--- config.mk ---
export PLATFORM = sky130hd
export DESIGN_NAME = utf8_stream_decoder
export DESIGN_NICKNAME = d
export VERILOG_FILES = /design/src/sv/u8sd_pkg.sv /design/src/sv/u8sd_front.sv /design/src/sv/u8sd_queue.sv /design/src/sv/u8sd_back.sv /design/src/sv/utf8_stream_decoder.sv
export SDC_FILE = /design/constraint.sdc
export NUM_CORES = 1
export LEC_CHECK = 0
export ABC_AREA = 0
export BUFFER_PORTS_ARGS = -buffer_cell sky130_fd_sc_hd__buf_2
export CAP_MARGIN = 20
export CORE_MARGIN = 2
export CORE_UTILIZATION = 30
export CTS_CLUSTER_DIAMETER = 150
export CTS_CLUSTER_SIZE = 16
export DETAILED_ROUTE_END_ITERATION = 10
export HOLD_SLACK_MARGIN = 0.08
export PLACE_DENSITY = 0.43
export REMOVE_ABC_BUFFERS = 1
export SLEW_MARGIN = 15
export SYNTH_ARGS = -nofsm -noshare
export SYNTH_HDL_FRONTEND = slang
export SYNTH_SLANG_ARGS = --single-unit
--- constraint.sdc ---
create_clock -name clock -period 3.13 [get_ports clock]
set_input_delay 0.7825 -clock clock [delete_from_list [all_inputs] [get_ports clock]]
set_output_delay 0.7825 -clock clock [all_outputs]
set_load 0.01 [all_outputs]
--- src/sv/u8sd_pkg.sv ---
// u8sd_pkg: shared types, constants and the sequence decode function
// for the utf8 stream decoder; no dependencies
`default_nettype none

package u8sd_pkg;

   // sequence length codes held in the front end
   localparam logic [2:0] SEQ_LEN_NONE = 3'd0;
   localparam logic [2:0] SEQ_LEN_2    = 3'd2;
   localparam logic [2:0] SEQ_LEN_3    = 3'd3;
   localparam logic [2:0] SEQ_LEN_4    = 3'd4;

   localparam logic [20:0] REPLACEMENT_CP = 21'h00FFFD;
   localparam logic [20:0] MIN_CP_2       = 21'h000080;
   localparam logic [20:0] MIN_CP_3       = 21'h000800;
   localparam logic [20:0] MIN_CP_4       = 21'h010000;
   localparam logic [20:0] MAX_CP         = 21'h10FFFF;
   localparam logic [20:0] SURR_LOW       = 21'h00D800;
   localparam logic [20:0] SURR_HIGH      = 21'h00DFFF;

   // work handed from front end to back end: a run of replacements,
   // then optionally one code point
   typedef struct packed {
      logic [1:0]  rep_count;
      logic        has_cp;
      logic [20:0] cp;
   } job_type;

   // assemble a complete sequence and apply the overlong/surrogate/range rules
   function automatic logic [20:0] decode_seq(
      input logic [7:0] b0,
      input logic [7:0] b1,
      input logic [7:0] b2,
      input logic [7:0] last_byte,
      input logic [2:0] seq_len
   );
      logic [20:0] c;
      case (seq_len)
         SEQ_LEN_2: begin
            c = {10'd0, b0[4:0], last_byte[5:0]};
            if (c < MIN_CP_2) c = REPLACEMENT_CP;
         end
         SEQ_LEN_3: begin
            c = {5'd0, b0[3:0], b1[5:0], last_byte[5:0]};
            if (c < MIN_CP_3 || (c >= SURR_LOW && c <= SURR_HIGH)) c = REPLACEMENT_CP;
         end
         default: begin
            c = {b0[2:0], b1[5:0], b2[5:0], last_byte[5:0]};
            if (c < MIN_CP_4 || c > MAX_CP) c = REPLACEMENT_CP;
         end
      endcase
      return c;
   endfunction

endpackage

`default_nettype wire

--- src/sv/u8sd_front.sv ---
// u8sd_front: accepts bytes, tracks the pending sequence and builds jobs
// depends on u8sd_pkg
`default_nettype none

module u8sd_front
   import u8sd_pkg::*;
(
   input  wire logic       clock,
   input  wire logic       reset,
   input  wire logic       req_push,
   input  wire logic [7:0] req_data_byte,
   output logic            req_full,
   input  wire logic       job_full,
   output logic            job_push,
   output job_type         job
);

   logic [7:0] pend_ff [3];
   logic [1:0] cnt_ff, cnt_in;
   logic [2:0] len_ff, len_in;
   logic       accept;
   logic       store_en;
   logic [1:0] store_idx;
   logic       is_cont;
   logic       fresh_has;
   logic [20:0] fresh_cp;
   logic [2:0] fresh_len;
   logic       job_valid;

   assign req_full = job_full;
   assign accept   = req_push && !job_full;
   assign is_cont  = (req_data_byte[7:6] == 2'b10);

   // classify the byte as if nothing were pending
   always_comb begin
      fresh_has = 1'b0;
      fresh_cp  = REPLACEMENT_CP;
      fresh_len = SEQ_LEN_NONE;
      if (req_data_byte == 8'h00) begin
         fresh_has = 1'b0;
      end else if (req_data_byte[7] == 1'b0) begin
         fresh_has = 1'b1;
         fresh_cp  = {13'd0, req_data_byte};
      end else if (req_data_byte[7:5] == 3'b110) begin
         fresh_len = SEQ_LEN_2;
      end else if (req_data_byte[7:4] == 4'b1110) begin
         fresh_len = SEQ_LEN_3;
      end else if (req_data_byte[7:3] == 5'b11110) begin
         fresh_len = SEQ_LEN_4;
      end else begin
         fresh_has = 1'b1;
      end
   end

   // pending sequence update and job build
   always_comb begin
      cnt_in        = cnt_ff;
      len_in        = len_ff;
      store_en      = 1'b0;
      store_idx     = cnt_ff;
      job.rep_count = 2'd0;
      job.has_cp    = 1'b0;
      job.cp        = REPLACEMENT_CP;
      if (cnt_ff != 2'd0 && is_cont) begin
         if (({1'b0, cnt_ff} + 3'd1) == len_ff) begin
            job.has_cp = 1'b1;
            job.cp     = decode_seq(pend_ff[0], pend_ff[1], pend_ff[2],
                                    req_data_byte, len_ff);
            cnt_in     = 2'd0;
            len_in     = SEQ_LEN_NONE;
         end else begin
            store_en = 1'b1;
            cnt_in   = cnt_ff + 2'd1;
         end
      end else begin
         // broken sequence flushes every buffered byte, then fresh handling
         job.rep_count = cnt_ff;
         job.has_cp    = fresh_has;
         job.cp        = fresh_cp;
         if (fresh_len != SEQ_LEN_NONE) begin
            store_en  = 1'b1;
            store_idx = 2'd0;
            cnt_in    = 2'd1;
            len_in    = fresh_len;
         end else begin
            cnt_in = 2'd0;
            len_in = SEQ_LEN_NONE;
         end
      end
      job_valid = (job.rep_count != 2'd0) || job.has_cp;
   end

   assign job_push = accept && job_valid;

   // pending byte buffer
   always_ff @(posedge clock) begin
      if (accept && store_en) pend_ff[store_idx] <= req_data_byte;
   end

   // pending count and length
   always_ff @(posedge clock) begin
      if (reset) begin
         cnt_ff <= 2'd0;
         len_ff <= SEQ_LEN_NONE;
      end else if (accept) begin
         cnt_ff <= cnt_in;
         len_ff <= len_in;
      end
   end

   // pending count always short of the expected length
   a_cnt_below_len: assert property (@(posedge clock) disable iff (reset)
      (cnt_ff != 2'd0) |-> ({1'b0, cnt_ff} < len_ff))
      else $error("pending count not below expected length");

   // nothing pending means no length
   a_idle_no_len: assert property (@(posedge clock) disable iff (reset)
      (cnt_ff == 2'd0) |-> (len_ff == SEQ_LEN_NONE))
      else $error("length set with nothing pending");

endmodule

`default_nettype wire

--- src/sv/u8sd_queue.sv ---
// u8sd_queue: short job queue between front and back end
// depends on u8sd_pkg
`default_nettype none

module u8sd_queue
   import u8sd_pkg::*;
#(
   parameter int DEPTH = 2
) (
   input  wire logic    clock,
   input  wire logic    reset,
   input  wire logic    push,
   input  wire job_type push_job,
   output logic         full,
   input  wire logic    pop,
   output job_type      pop_job,
   output logic         empty
);

   localparam int IDX_W = (DEPTH > 1) ? $clog2(DEPTH) : 1;
   localparam int CNT_W = $clog2(DEPTH + 1);
   localparam logic [IDX_W-1:0] LAST_IDX = IDX_W'(DEPTH - 1);
   localparam logic [CNT_W-1:0] FULL_CNT = CNT_W'(DEPTH);

   job_type          slot_ff [DEPTH];
   logic [IDX_W-1:0] wr_ff, wr_in;
   logic [IDX_W-1:0] rd_ff, rd_in;
   logic [CNT_W-1:0] cnt_ff, cnt_in;
   logic             do_push;
   logic             do_pop;

   assign full    = (cnt_ff == FULL_CNT);
   assign empty   = (cnt_ff == '0);
   assign do_push = push && !full;
   assign do_pop  = pop && !empty;
   assign pop_job = slot_ff[rd_ff];

   // pointer and count next values
   always_comb begin
      wr_in  = wr_ff;
      rd_in  = rd_ff;
      cnt_in = cnt_ff;
      if (do_push) wr_in = (wr_ff == LAST_IDX) ? '0 : wr_ff + IDX_W'(1);
      if (do_pop)  rd_in = (rd_ff == LAST_IDX) ? '0 : rd_ff + IDX_W'(1);
      if (do_push && !do_pop) cnt_in = cnt_ff + CNT_W'(1);
      if (do_pop && !do_push) cnt_in = cnt_ff - CNT_W'(1);
   end

   // job storage
   always_ff @(posedge clock) begin
      if (do_push) slot_ff[wr_ff] <= push_job;
   end

   // pointers and count
   always_ff @(posedge clock) begin
      if (reset) begin
         wr_ff  <= '0;
         rd_ff  <= '0;
         cnt_ff <= '0;
      end else begin
         wr_ff  <= wr_in;
         rd_ff  <= rd_in;
         cnt_ff <= cnt_in;
      end
   end

   // a push with no pop leaves something to read
   a_push_fills: assert property (@(posedge clock) disable iff (reset)
      (push && !full && !pop) |=> !empty)
      else $error("queue empty after push");

endmodule

`default_nettype wire

--- src/sv/u8sd_back.sv ---
// u8sd_back: expands each job into result transactions, one per cycle while rsp_pop is high
// depends on u8sd_pkg
`default_nettype none

module u8sd_back
   import u8sd_pkg::*;
(
   input  wire logic    clock,
   input  wire logic    reset,
   input  wire job_type job,
   input  wire logic    job_empty,
   output logic         job_pop,
   output logic         rsp_empty,
   input  wire logic    rsp_pop,
   output logic [20:0]  rsp_code_point,
   output logic         rsp_last_of_run
);

   logic        busy_ff, busy_in;
   logic [1:0]  rep_ff, rep_in;
   logic        has_ff, has_in;
   logic [20:0] cp_ff, cp_in;
   logic        take;
   logic        done;

   assign rsp_empty       = !busy_ff;
   assign rsp_code_point  = (rep_ff != 2'd0) ? REPLACEMENT_CP : cp_ff;
   assign rsp_last_of_run = (rep_ff == 2'd0) || (rep_ff == 2'd1 && !has_ff);

   assign take    = busy_ff && rsp_pop;
   assign done    = !busy_ff || (take && rsp_last_of_run);
   assign job_pop = done && !job_empty;

   // current job: step through replacements, reload when finished
   always_comb begin
      busy_in = busy_ff;
      rep_in  = rep_ff;
      has_in  = has_ff;
      cp_in   = cp_ff;
      if (done) begin
         busy_in = !job_empty;
         rep_in  = job.rep_count;
         has_in  = job.has_cp;
         cp_in   = job.cp;
      end else if (take) begin
         rep_in = rep_ff - 2'd1;
      end
   end

   always_ff @(posedge clock) begin
      has_ff <= has_in;
      cp_ff  <= cp_in;
   end

   always_ff @(posedge clock) begin
      if (reset) begin
         busy_ff <= 1'b0;
         rep_ff  <= 2'd0;
      end else begin
         busy_ff <= busy_in;
         rep_ff  <= rep_in;
      end
   end

   // a held job always has something left to send
   a_job_nonempty: assert property (@(posedge clock) disable iff (reset)
      busy_ff |-> (rep_ff != 2'd0 || has_ff))
      else $error("back end holds a job with no results");

endmodule

`default_nettype wire

--- src/sv/utf8_stream_decoder.sv ---
// utf8_stream_decoder: byte stream to code point decoder with U+FFFD replacement
// depends on u8sd_pkg, u8sd_front, u8sd_queue, u8sd_back
//
// Usage:
//   Input queue side: drive req_data_byte and raise req_push; the byte is
//   taken at a clock edge where req_push is high and req_full is low. A zero
//   byte ends a string and flushes pending bytes as U+FFFD.
//   Result queue side: while rsp_empty is low, rsp_code_point and
//   rsp_last_of_run show the oldest result; it is taken at an edge where
//   rsp_pop is high. rsp_last_of_run marks the final result of one byte.
// Timing:
//   A byte's job goes to the job queue, then to the back-end result register.
//   One byte per cycle is accepted while rsp_pop is high and each byte gives
//   at most one result. A byte with more results holds the back end until all
//   are popped; the job queue (QUEUE_DEPTH entries) absorbs that and req_full
//   rises when full. Bytes that only extend a pending sequence give no result.
// Reset: synchronous; clears pending state, the job queue and the result
//   register. When the receiver stops popping, the queue fills and req_full
//   holds the sender off; nothing is dropped.
`default_nettype none

module utf8_stream_decoder
   import u8sd_pkg::*;
#(
   parameter int QUEUE_DEPTH = 2
) (
   input  wire logic        clock,
   input  wire logic        reset,
   input  wire logic        req_push,
   input  wire logic [7:0]  req_data_byte,
   output logic             req_full,
   output logic             rsp_empty,
   input  wire logic        rsp_pop,
   output logic [20:0]      rsp_code_point,
   output logic             rsp_last_of_run
);

   job_type front_job;
   job_type queue_job;
   logic    job_push;
   logic    job_full;
   logic    job_pop;
   logic    job_empty;

   // byte classification and pending sequence
   u8sd_front u_front (
      .clock         (clock),
      .reset         (reset),
      .req_push      (req_push),
      .req_data_byte (req_data_byte),
      .req_full      (req_full),
      .job_full      (job_full),
      .job_push      (job_push),
      .job           (front_job)
   );

   // decoupling queue
   u8sd_queue #(
      .DEPTH (QUEUE_DEPTH)
   ) u_queue (
      .clock    (clock),
      .reset    (reset),
      .push     (job_push),
      .push_job (front_job),
      .full     (job_full),
      .pop      (job_pop),
      .pop_job  (queue_job),
      .empty    (job_empty)
   );

   // result expansion
   u8sd_back u_back (
      .clock           (clock),
      .reset           (reset),
      .job             (queue_job),
      .job_empty       (job_empty),
      .job_pop         (job_pop),
      .rsp_empty       (rsp_empty),
      .rsp_pop         (rsp_pop),
      .rsp_code_point  (rsp_code_point),
      .rsp_last_of_run (rsp_last_of_run)
   );

endmodule

`default_nettype wire

Word-level counts from Yosys, hierarchy flattened
Memories as Yosys holds them, arrays and structs flattened. A register that Yosys moved wholly into a read port is not among the register bits.
Index checks and enable logic that the tools add are counted.
{"block": "word_totals", "register_bits": 34, "ramBits": 72, "inputBits": 12, "output_inout_bits": 24, "elab_cells": 111, "mem_count": 2}
{"block": "classes", "add_sub_neg": 7, "magnitude_cmp": 6, "eq_ne": 10, "muxes": 43, "reduce_logical": 34}
{"name": "u_queue.slot_ff", "words": 2, "width": 24, "read_ports": 1, "rd_clocked_by_memory_dff": 1, "write_ports": 1, "line": "u8sd_queue.sv:25", "source": "job_type slot_ff [DEPTH];"}
{"name": "u_front.pend_ff", "words": 3, "width": 8, "read_ports": 3, "rd_clocked_by_memory_dff": 0, "write_ports": 1, "line": "u8sd_front.sv:18", "source": "logic [7:0] pend_ff [3];"}
{"operator": "2-to-1 mux 21 bit", "count": 3}
{"operator": "2-to-1 mux 16 bit", "count": 3}
{"operator": "2-to-1 mux 22 bit", "count": 2}
{"operator": "case mux 21 bit (2 select lines)", "count": 1}
{"operator": "2-to-1 mux 3 bit", "count": 8}
{"operator": "greater-than comparator 21 bit (second input constant)", "count": 1}
{"operator": "less-than comparator 21 x 17 -> 1 bit (second input constant)", "count": 1}
{"operator": "2-to-1 mux 2 bit", "count": 9}
{"operator": "2-to-1 mux 1 bit", "count": 17}
{"operator": "greater-or-equal comparator 16 bit (second input constant)", "count": 1}
{"operator": "<= comparator 16 bit (second input constant)", "count": 1}
{"operator": "less-than comparator 16 x 12 -> 1 bit (second input constant)", "count": 1}
{"operator": "logical AND 1 bit", "count": 13}
{"operator": "less-than comparator 11 x 8 -> 1 bit (second input constant)", "count": 1}
{"operator": "nonzero test 2 bit", "count": 5}
{"operator": "logical NOT 8 bit", "count": 1}
{"operator": "equality test 3 x 2 -> 1 bit (second input constant)", "count": 2}
{"operator": "logical NOT 1 bit", "count": 6}
{"operator": "equality test 5 bit (second input constant)", "count": 1}
{"operator": "logical OR 1 bit", "count": 5}
{"operator": "adder 2 x 1 -> 2 bit (second input constant)", "count": 2}
{"operator": "equality test 2 bit (second input constant)", "count": 2}
{"operator": "equality test 4 bit (second input constant)", "count": 1}
{"operator": "logical NOT 2 bit", "count": 2}
{"operator": "other kinds (9)", "count": 11}

Logic depth before layout (Yosys ltp)
An unclocked memory read counts as a cell.
{"block": "logic_depth", "ltp_word": 14, "depth_mapped": 9, "ltp_nobuf": 9}

By module
A second synthesis with hierarchy kept.
{"block": "unflattened", "hier_cells": 321, "area_unflattened_um2": 4377.9}
{"module": "u8sd_queue", "n_inst": 1, "cells_per_inst": 101, "area_each_um2": 1949.4, "seq_area_each_um2": 1541.5}
{"module": "u8sd_front", "n_inst": 1, "cells_per_inst": 152, "area_each_um2": 1432.6, "seq_area_each_um2": 610.6}
{"module": "u8sd_back", "n_inst": 1, "cells_per_inst": 68, "area_each_um2": 996.0, "seq_area_each_um2": 720.7}

Worst setup path before layout
No wires, ideal clock.
{"block": "synth_path", "kind": "reg-to-reg", "startpoint": "reg u_front.cnt_ff[0]", "endpoint": "mem u_queue.slot_ff[0][0] (netlist name), enable pin", "setup_ns": 0.405, "t_arrival_ns": 2.619, "t_required_ns": 2.725, "setup_slack_ns": 0.106, "stages_incl_launch_ff": 7, "n_path_buf": 0, "synth_period_minus_slack_ns": 3.024, "cell_sequence": "dfxtp_1 -> inv_1 -> ha_1 -> xor2_1 -> o31ai_2 -> o211ai_2 -> nor2_1"}
{"block": "synth_between", "elab_chain_len": 9, "word_cells_on_any_way": 13, "classes_between": "add/sub (1); eq/ne (1); mux (5); reduce/logical (6)"}
{"item": "from (decl)", "line": "u8sd_front.sv:19", "source": "logic [1:0] cnt_ff, cnt_in;"}
{"item": "from (signal assigned)", "line": "u8sd_front.sv:106", "source": "cnt_ff <= cnt_in;"}
{"item": "adder 2 x 1 -> 3 bit or nonzero test 2 bit (tied branches)", "line": "u8sd_front.sv:65, u8sd_front.sv:64"}
{"item": "equality test 3 bit or logical AND 1 bit (tied branches)", "line": "u8sd_front.sv:65, u8sd_front.sv:64"}
{"item": "2-to-1 mux 22 bit or 2-to-1 mux 2 bit (tied branches)", "line": "u8sd_front.sv:65, u8sd_front.sv:64"}
{"item": "2-to-1 mux 22 bit or nonzero test 2 bit (tied branches)", "line": "u8sd_front.sv:64, u8sd_front.sv:90"}
{"item": "logical OR 1 bit *", "line": "u8sd_front.sv:90", "source": "job_valid = (job.rep_count != 2'd0) || job.has_cp;"}
{"item": "logical AND 1 bit *", "line": "u8sd_front.sv:93", "source": "assign job_push = accept && job_valid;"}
{"item": "logical AND 1 bit *", "line": "u8sd_queue.sv:34", "source": "assign do_push = push && !full;"}
{"item": "2-to-1 mux 1 bit *", "line": "u8sd_queue.sv:51", "source": "if (do_push) slot_ff[wr_ff] <= push_job;"}
{"item": "2-to-1 mux 1 bit (implied by the code) *", "line": "u8sd_queue.sv:51"}
{"item": "to (decl)", "line": "u8sd_queue.sv:25"}
Mark *: on every way between the ends. The rest lies on a longest branch, timed or not.

Worst setup path in the final report
{"block": "layout_path", "startpoint": "reg u_front.cnt_ff[0]", "endpoint": "mem u_queue.slot_ff[1][6] (netlist name), enable pin"}
The elaborated chain is that of the path after synthesis.

==> flow_metrics.env <==
export IMPL_report_final_hold_viol_count=0
export IMPL_grt_pass1_wl_mm=13.94
export IMPL_outcome="finished, final reports clean"
export IMPL_die_width_um=124.3
export IMPL_layout_min_cycle_time_ps=2774
export IMPL_place_congestion=0.8130
export IMPL_place_hpwl_mm=5.744
export IMPL_timing_worst_slew_pin_value_ps=622.6
export IMPL_cts_hold_fix_buffers=0
export IMPL_min_from="u_back.rep_ff[1]$_SDFFE_PP0P_"
export IMPL_crit_chain="inv_1 > ha_1 > xor2_1 > o31ai_2 > o211ai_2 > buf_4 > nor2_2 > buf_12"
export IMPL_max_clock_freq_mhz=360.5
export IMPL_worst_endpoint_required_ps=3170
export IMPL_critPathMaxStageDelay_ps=480
export IMPL_syn_mean_instance_area_sq_um=13.82
export IMPL_num_fill_cells=1390
export IMPL_vias=2546
export IMPL_yosysWarningCount=0
export IMPL_drive_gt1_share_pct=27.60
export IMPL_cts_root_buf="sky130_fd_sc_hd__clkbuf_16"
export IMPL_final_routed_drc_violation_total=0
export IMPL_cellLeakagePower_uw=0.001754
export IMPL_library_cell_with_the_largest_summed_area_after_synthesis="sky130_fd_sc_hd__edfxtp_1"
export IMPL_detailedRoute_firstIterationViolations=177
export IMPL_cp_max_delay_cell="sky130_fd_sc_hd__o31ai_2"
export IMPL_antenna_cell_count=0
export IMPL_final_count_of_negative_setup_slack_endpoints=0
export IMPL_floorplan_io_pins=36
export IMPL_antenna_violations_before_repair=0
export IMPL_dominantRegCellSynth="sky130_fd_sc_hd__edfxtp_1"
export IMPL_min_period_over_period_pct=88.64
export IMPL_fin_worst_hold_slack_ps=502.8
export IMPL_floorplan_core_area_sq_um=13990
export IMPL_critical_path_startpoint_type="flip-flop"
export IMPL_worst_r2r_startpoint="u_front.cnt_ff[0]$_SDFFE_PP0P_"
export IMPL_die_area_sq_um=15440
export IMPL_timing_hold_worst_class="reg -> reg"
export IMPL_grt_pass1_vias=2584
export IMPL_route_final_wire_length_mm=8.541
export IMPL_critical_path_endpoint_type="flip-flop"
export IMPL_fin_tns_setup_ps=0
export IMPL_ys_async_sr_fraction_pct=0
export IMPL_vias_per_cell=4.663
export IMPL_number_of_enable_flip_flop_cells_after_synthesis=87
export IMPL_critical_path_class="reg -> reg"
export IMPL_gr_total_overflow=0
export IMPL_cts_tree="yes"
export IMPL_finalNetCount=378
export IMPL_cts_max_level=3
export IMPL_cellPowerDensity_nw_per_um2=783.8
export IMPL_yosys_top_cells_area="sky130_fd_sc_hd__edfxtp_1 60%, sky130_fd_sc_hd__dfxtp_1 6.0%, sky130_fd_sc_hd__mux2_2 5.7%"
export IMPL_area_growth_syn_to_layout_pct=17.91
export IMPL_critPathLaunch="u_front.cnt_ff[0]$_SDFFE_PP0P_"
export IMPL_clock_insertion_delay_worst_skew_ps=350
export IMPL_initial_core_util_pct=31.01
export IMPL_postSynthCellCount=314
export IMPL_finClkSkew_ps=7.900
export IMPL_firstDrtPassIters=4
export IMPL_cp_data_arrival_time_ps=2820
export IMPL_cts_path_max_buffers=2
export IMPL_cts_repair_timing_setup_buffer_count=0
export IMPL_slew_viol_final=0
export IMPL_numPortBuffers=35
export IMPL_yosys_register_bits=100
export IMPL_pin_count_of_the_biggest_net_entering_global_routing=26
export IMPL_route_detailed_wl_per_inst_um=15.64
export IMPL_ant_nets=0
export IMPL_yosysUniqueCellTypes=50
export IMPL_timing_critical_path_fanout_max=21
export IMPL_placementRows=43
export IMPL_tritoncts_num_sinks=100
export IMPL_synth_seq_area_share_pct=66.22
export IMPL_drv_cap=0
export IMPL_post_cts_resized=0
export IMPL_clk_pin_slew_worst_paths_ps=60
export IMPL_max_slew_margin_rel_pct=58.34
export IMPL_tritoncts_buffer_count=9
export IMPL_area_share_of_the_largest_cell_type_after_synthesis_pct=60.22
export IMPL_grt_setup_unrepaired="no"
export IMPL_die_height_um=124.3
export IMPL_post_synth_instance_area_sq_um=4338
export IMPL_ir_worst_vdd_v=0.0003196
export IMPL_grt_usage_pct=11.80
-- power by group --
part | total [uW] | switching, uW | internal [uW]
sequential | 1860 | 78.6 | 1780
combinational | 1020 | 569 | 446
clock | 1140 | 440 | 699
-- sequential cells by signal, indices dropped and copies added (netlist names), named ones only --
register and count:
u_queue.rd_ff 1, u_queue.wr_ff 1, u_back.rep_ff 2, u_queue.slot_ff 48, u_back.has_ff 1, u_back.cp_ff 21
u_front.len_ff 3, u_back.busy_ff 1, u_queue.cnt_ff 2, u_front.pend_ff 17, u_front.cnt_ff 2
-- area by class of cell --
class,instances,area [sq um],share of cell area [%]
well taps,180,225.2,4.403
repair buffers,50,312.8,6.115
clock inverters,3,63.81,1.248
multi-input cells,191,1366,26.71
clock buffers,13,240.2,4.697
flip-flops and latches,100,2873,56.16
inverters,9,33.78,0.6605
-- per-stage QoR --
| step | util (%) | setup slack (ps) | total power [uW] | area, sq um | cells |
|---|---|---|---|---|---|
| after global routing | 36.57 | 152.9 | 4266 | 5115 | 546 |
| final | 36.57 | 355.7 | 4009 | 5115 | 546 |
| after CTS | 36.57 | 329.8 | 4100 | 5115 | 546 |
| after global placement | 34.39 | 327.8 | 2925 | 4811 | 530 |
| after floorplan | - | 106.4 | 2518 | 4268 | 300 |
| after detailed placement | 34.39 | 340.8 | 2937 | 4811 | 530 |
-- worst max-delay path, delay by kind of cell (launching register included) --
family          cells  cell delay, ps
compound gates      2             670
xor+xnor            1             180
fa+ha+maj           1             340
buf+inv             3             540
flops               1             460
simple gates        1             260
-- synthesized netlist by cell type, types with 2 or more instances --
library cell,instances
sky130_fd_sc_hd__edfxtp_1,87
sky130_fd_sc_hd__mux2_2,22
sky130_fd_sc_hd__nand2_1,21
sky130_fd_sc_hd__nor2_1,21
sky130_fd_sc_hd__nand2b_1,17
sky130_fd_sc_hd__o21ai_0,14
sky130_fd_sc_hd__dfxtp_1,13
sky130_fd_sc_hd__a21oi_1,11
sky130_fd_sc_hd__and2_1,10
sky130_fd_sc_hd__clkbuf_1,9
sky130_fd_sc_hd__inv_1,9
sky130_fd_sc_hd__nor2b_1,6
sky130_fd_sc_hd__nor4_1,6
sky130_fd_sc_hd__a21oi_2,5
sky130_fd_sc_hd__ha_1,5
sky130_fd_sc_hd__mux2i_1,5
sky130_fd_sc_hd__o21bai_1,4
sky130_fd_sc_hd__or4_1,4
sky130_fd_sc_hd__xnor2_1,4
sky130_fd_sc_hd__xor2_1,4
sky130_fd_sc_hd__a211oi_1,2
sky130_fd_sc_hd__buf_2,2
sky130_fd_sc_hd__buf_4,2
sky130_fd_sc_hd__nand4_1,2
sky130_fd_sc_hd__nor3_1,2
sky130_fd_sc_hd__o22ai_1,2
sky130_fd_sc_hd__or3_1,2
-- cell families (layout without fill, tap and decap cells) --
family | Yosys count | after routing | synth area share [%]
XOR/XNOR | 8 | 8 | 1.615
multiplexers | 27 | 27 | 6.865
flip-flops | 100 | 100 | 66.22
AO/OA/AOI/OAI | 53 | 53 | 8.884
adder cells (fa/ha/maj) | 5 | 5 | 1.442
buffers and inverters | 23 | 75 | 2.394
AND/OR/NAND/NOR | 98 | 98 | 12.58
-- worst paths after layout --
| check | end | depth (start not counted) | slack (ps) |
|---|---|---|---|
| hold / removal | u_back.rep_ff[1]$_SDFFE_PP0P_ | 2 | 500 |
| setup / recovery | u_queue.slot_ff[1][6]$_DFFE_PP_ | 8 | 360 |
| hold reg to reg | u_back.rep_ff[1]$_SDFFE_PP0P_ | 2 | 500 |
| setup reg to reg | u_queue.slot_ff[1][6]$_DFFE_PP_ | 8 | 360 |
-- routing by layer --
| layer | up-vias | share of wire, % | wire length (um) | GRT usage [%] |
|---|---|---|---|---|
| met5 | - | 0 | 0 | 0 |
| met4 | 0 | 2.0 | 168 | 4.693 |
| met3 | 9 | 5.1 | 434 | 3.780 |
| met2 | 60 | 47 | 4033 | 18.96 |
| met1 | 1226 | 46 | 3904 | 14.76 |
| li1 | 1251 | - | - | - |
-- placed cells by master, fill, tap and decap left out, types with 6 or more instances in the layout --
cell type	n
sky130_fd_sc_hd__dfxtp_1	13
sky130_fd_sc_hd__nor2_1	19
sky130_fd_sc_hd__nand2b_1	17
sky130_fd_sc_hd__a21oi_1	11
sky130_fd_sc_hd__mux2_2	22
sky130_fd_sc_hd__buf_2	35
sky130_fd_sc_hd__inv_1	9
sky130_fd_sc_hd__nor2b_1	6
sky130_fd_sc_hd__nor4_1	6
sky130_fd_sc_hd__and2_1	10
sky130_fd_sc_hd__buf_4	13
sky130_fd_sc_hd__clkbuf_16	9
sky130_fd_sc_hd__o21ai_0	14
sky130_fd_sc_hd__nand2_1	21
sky130_fd_sc_hd__edfxtp_1	87
Power figures use the tool's default switching activity.
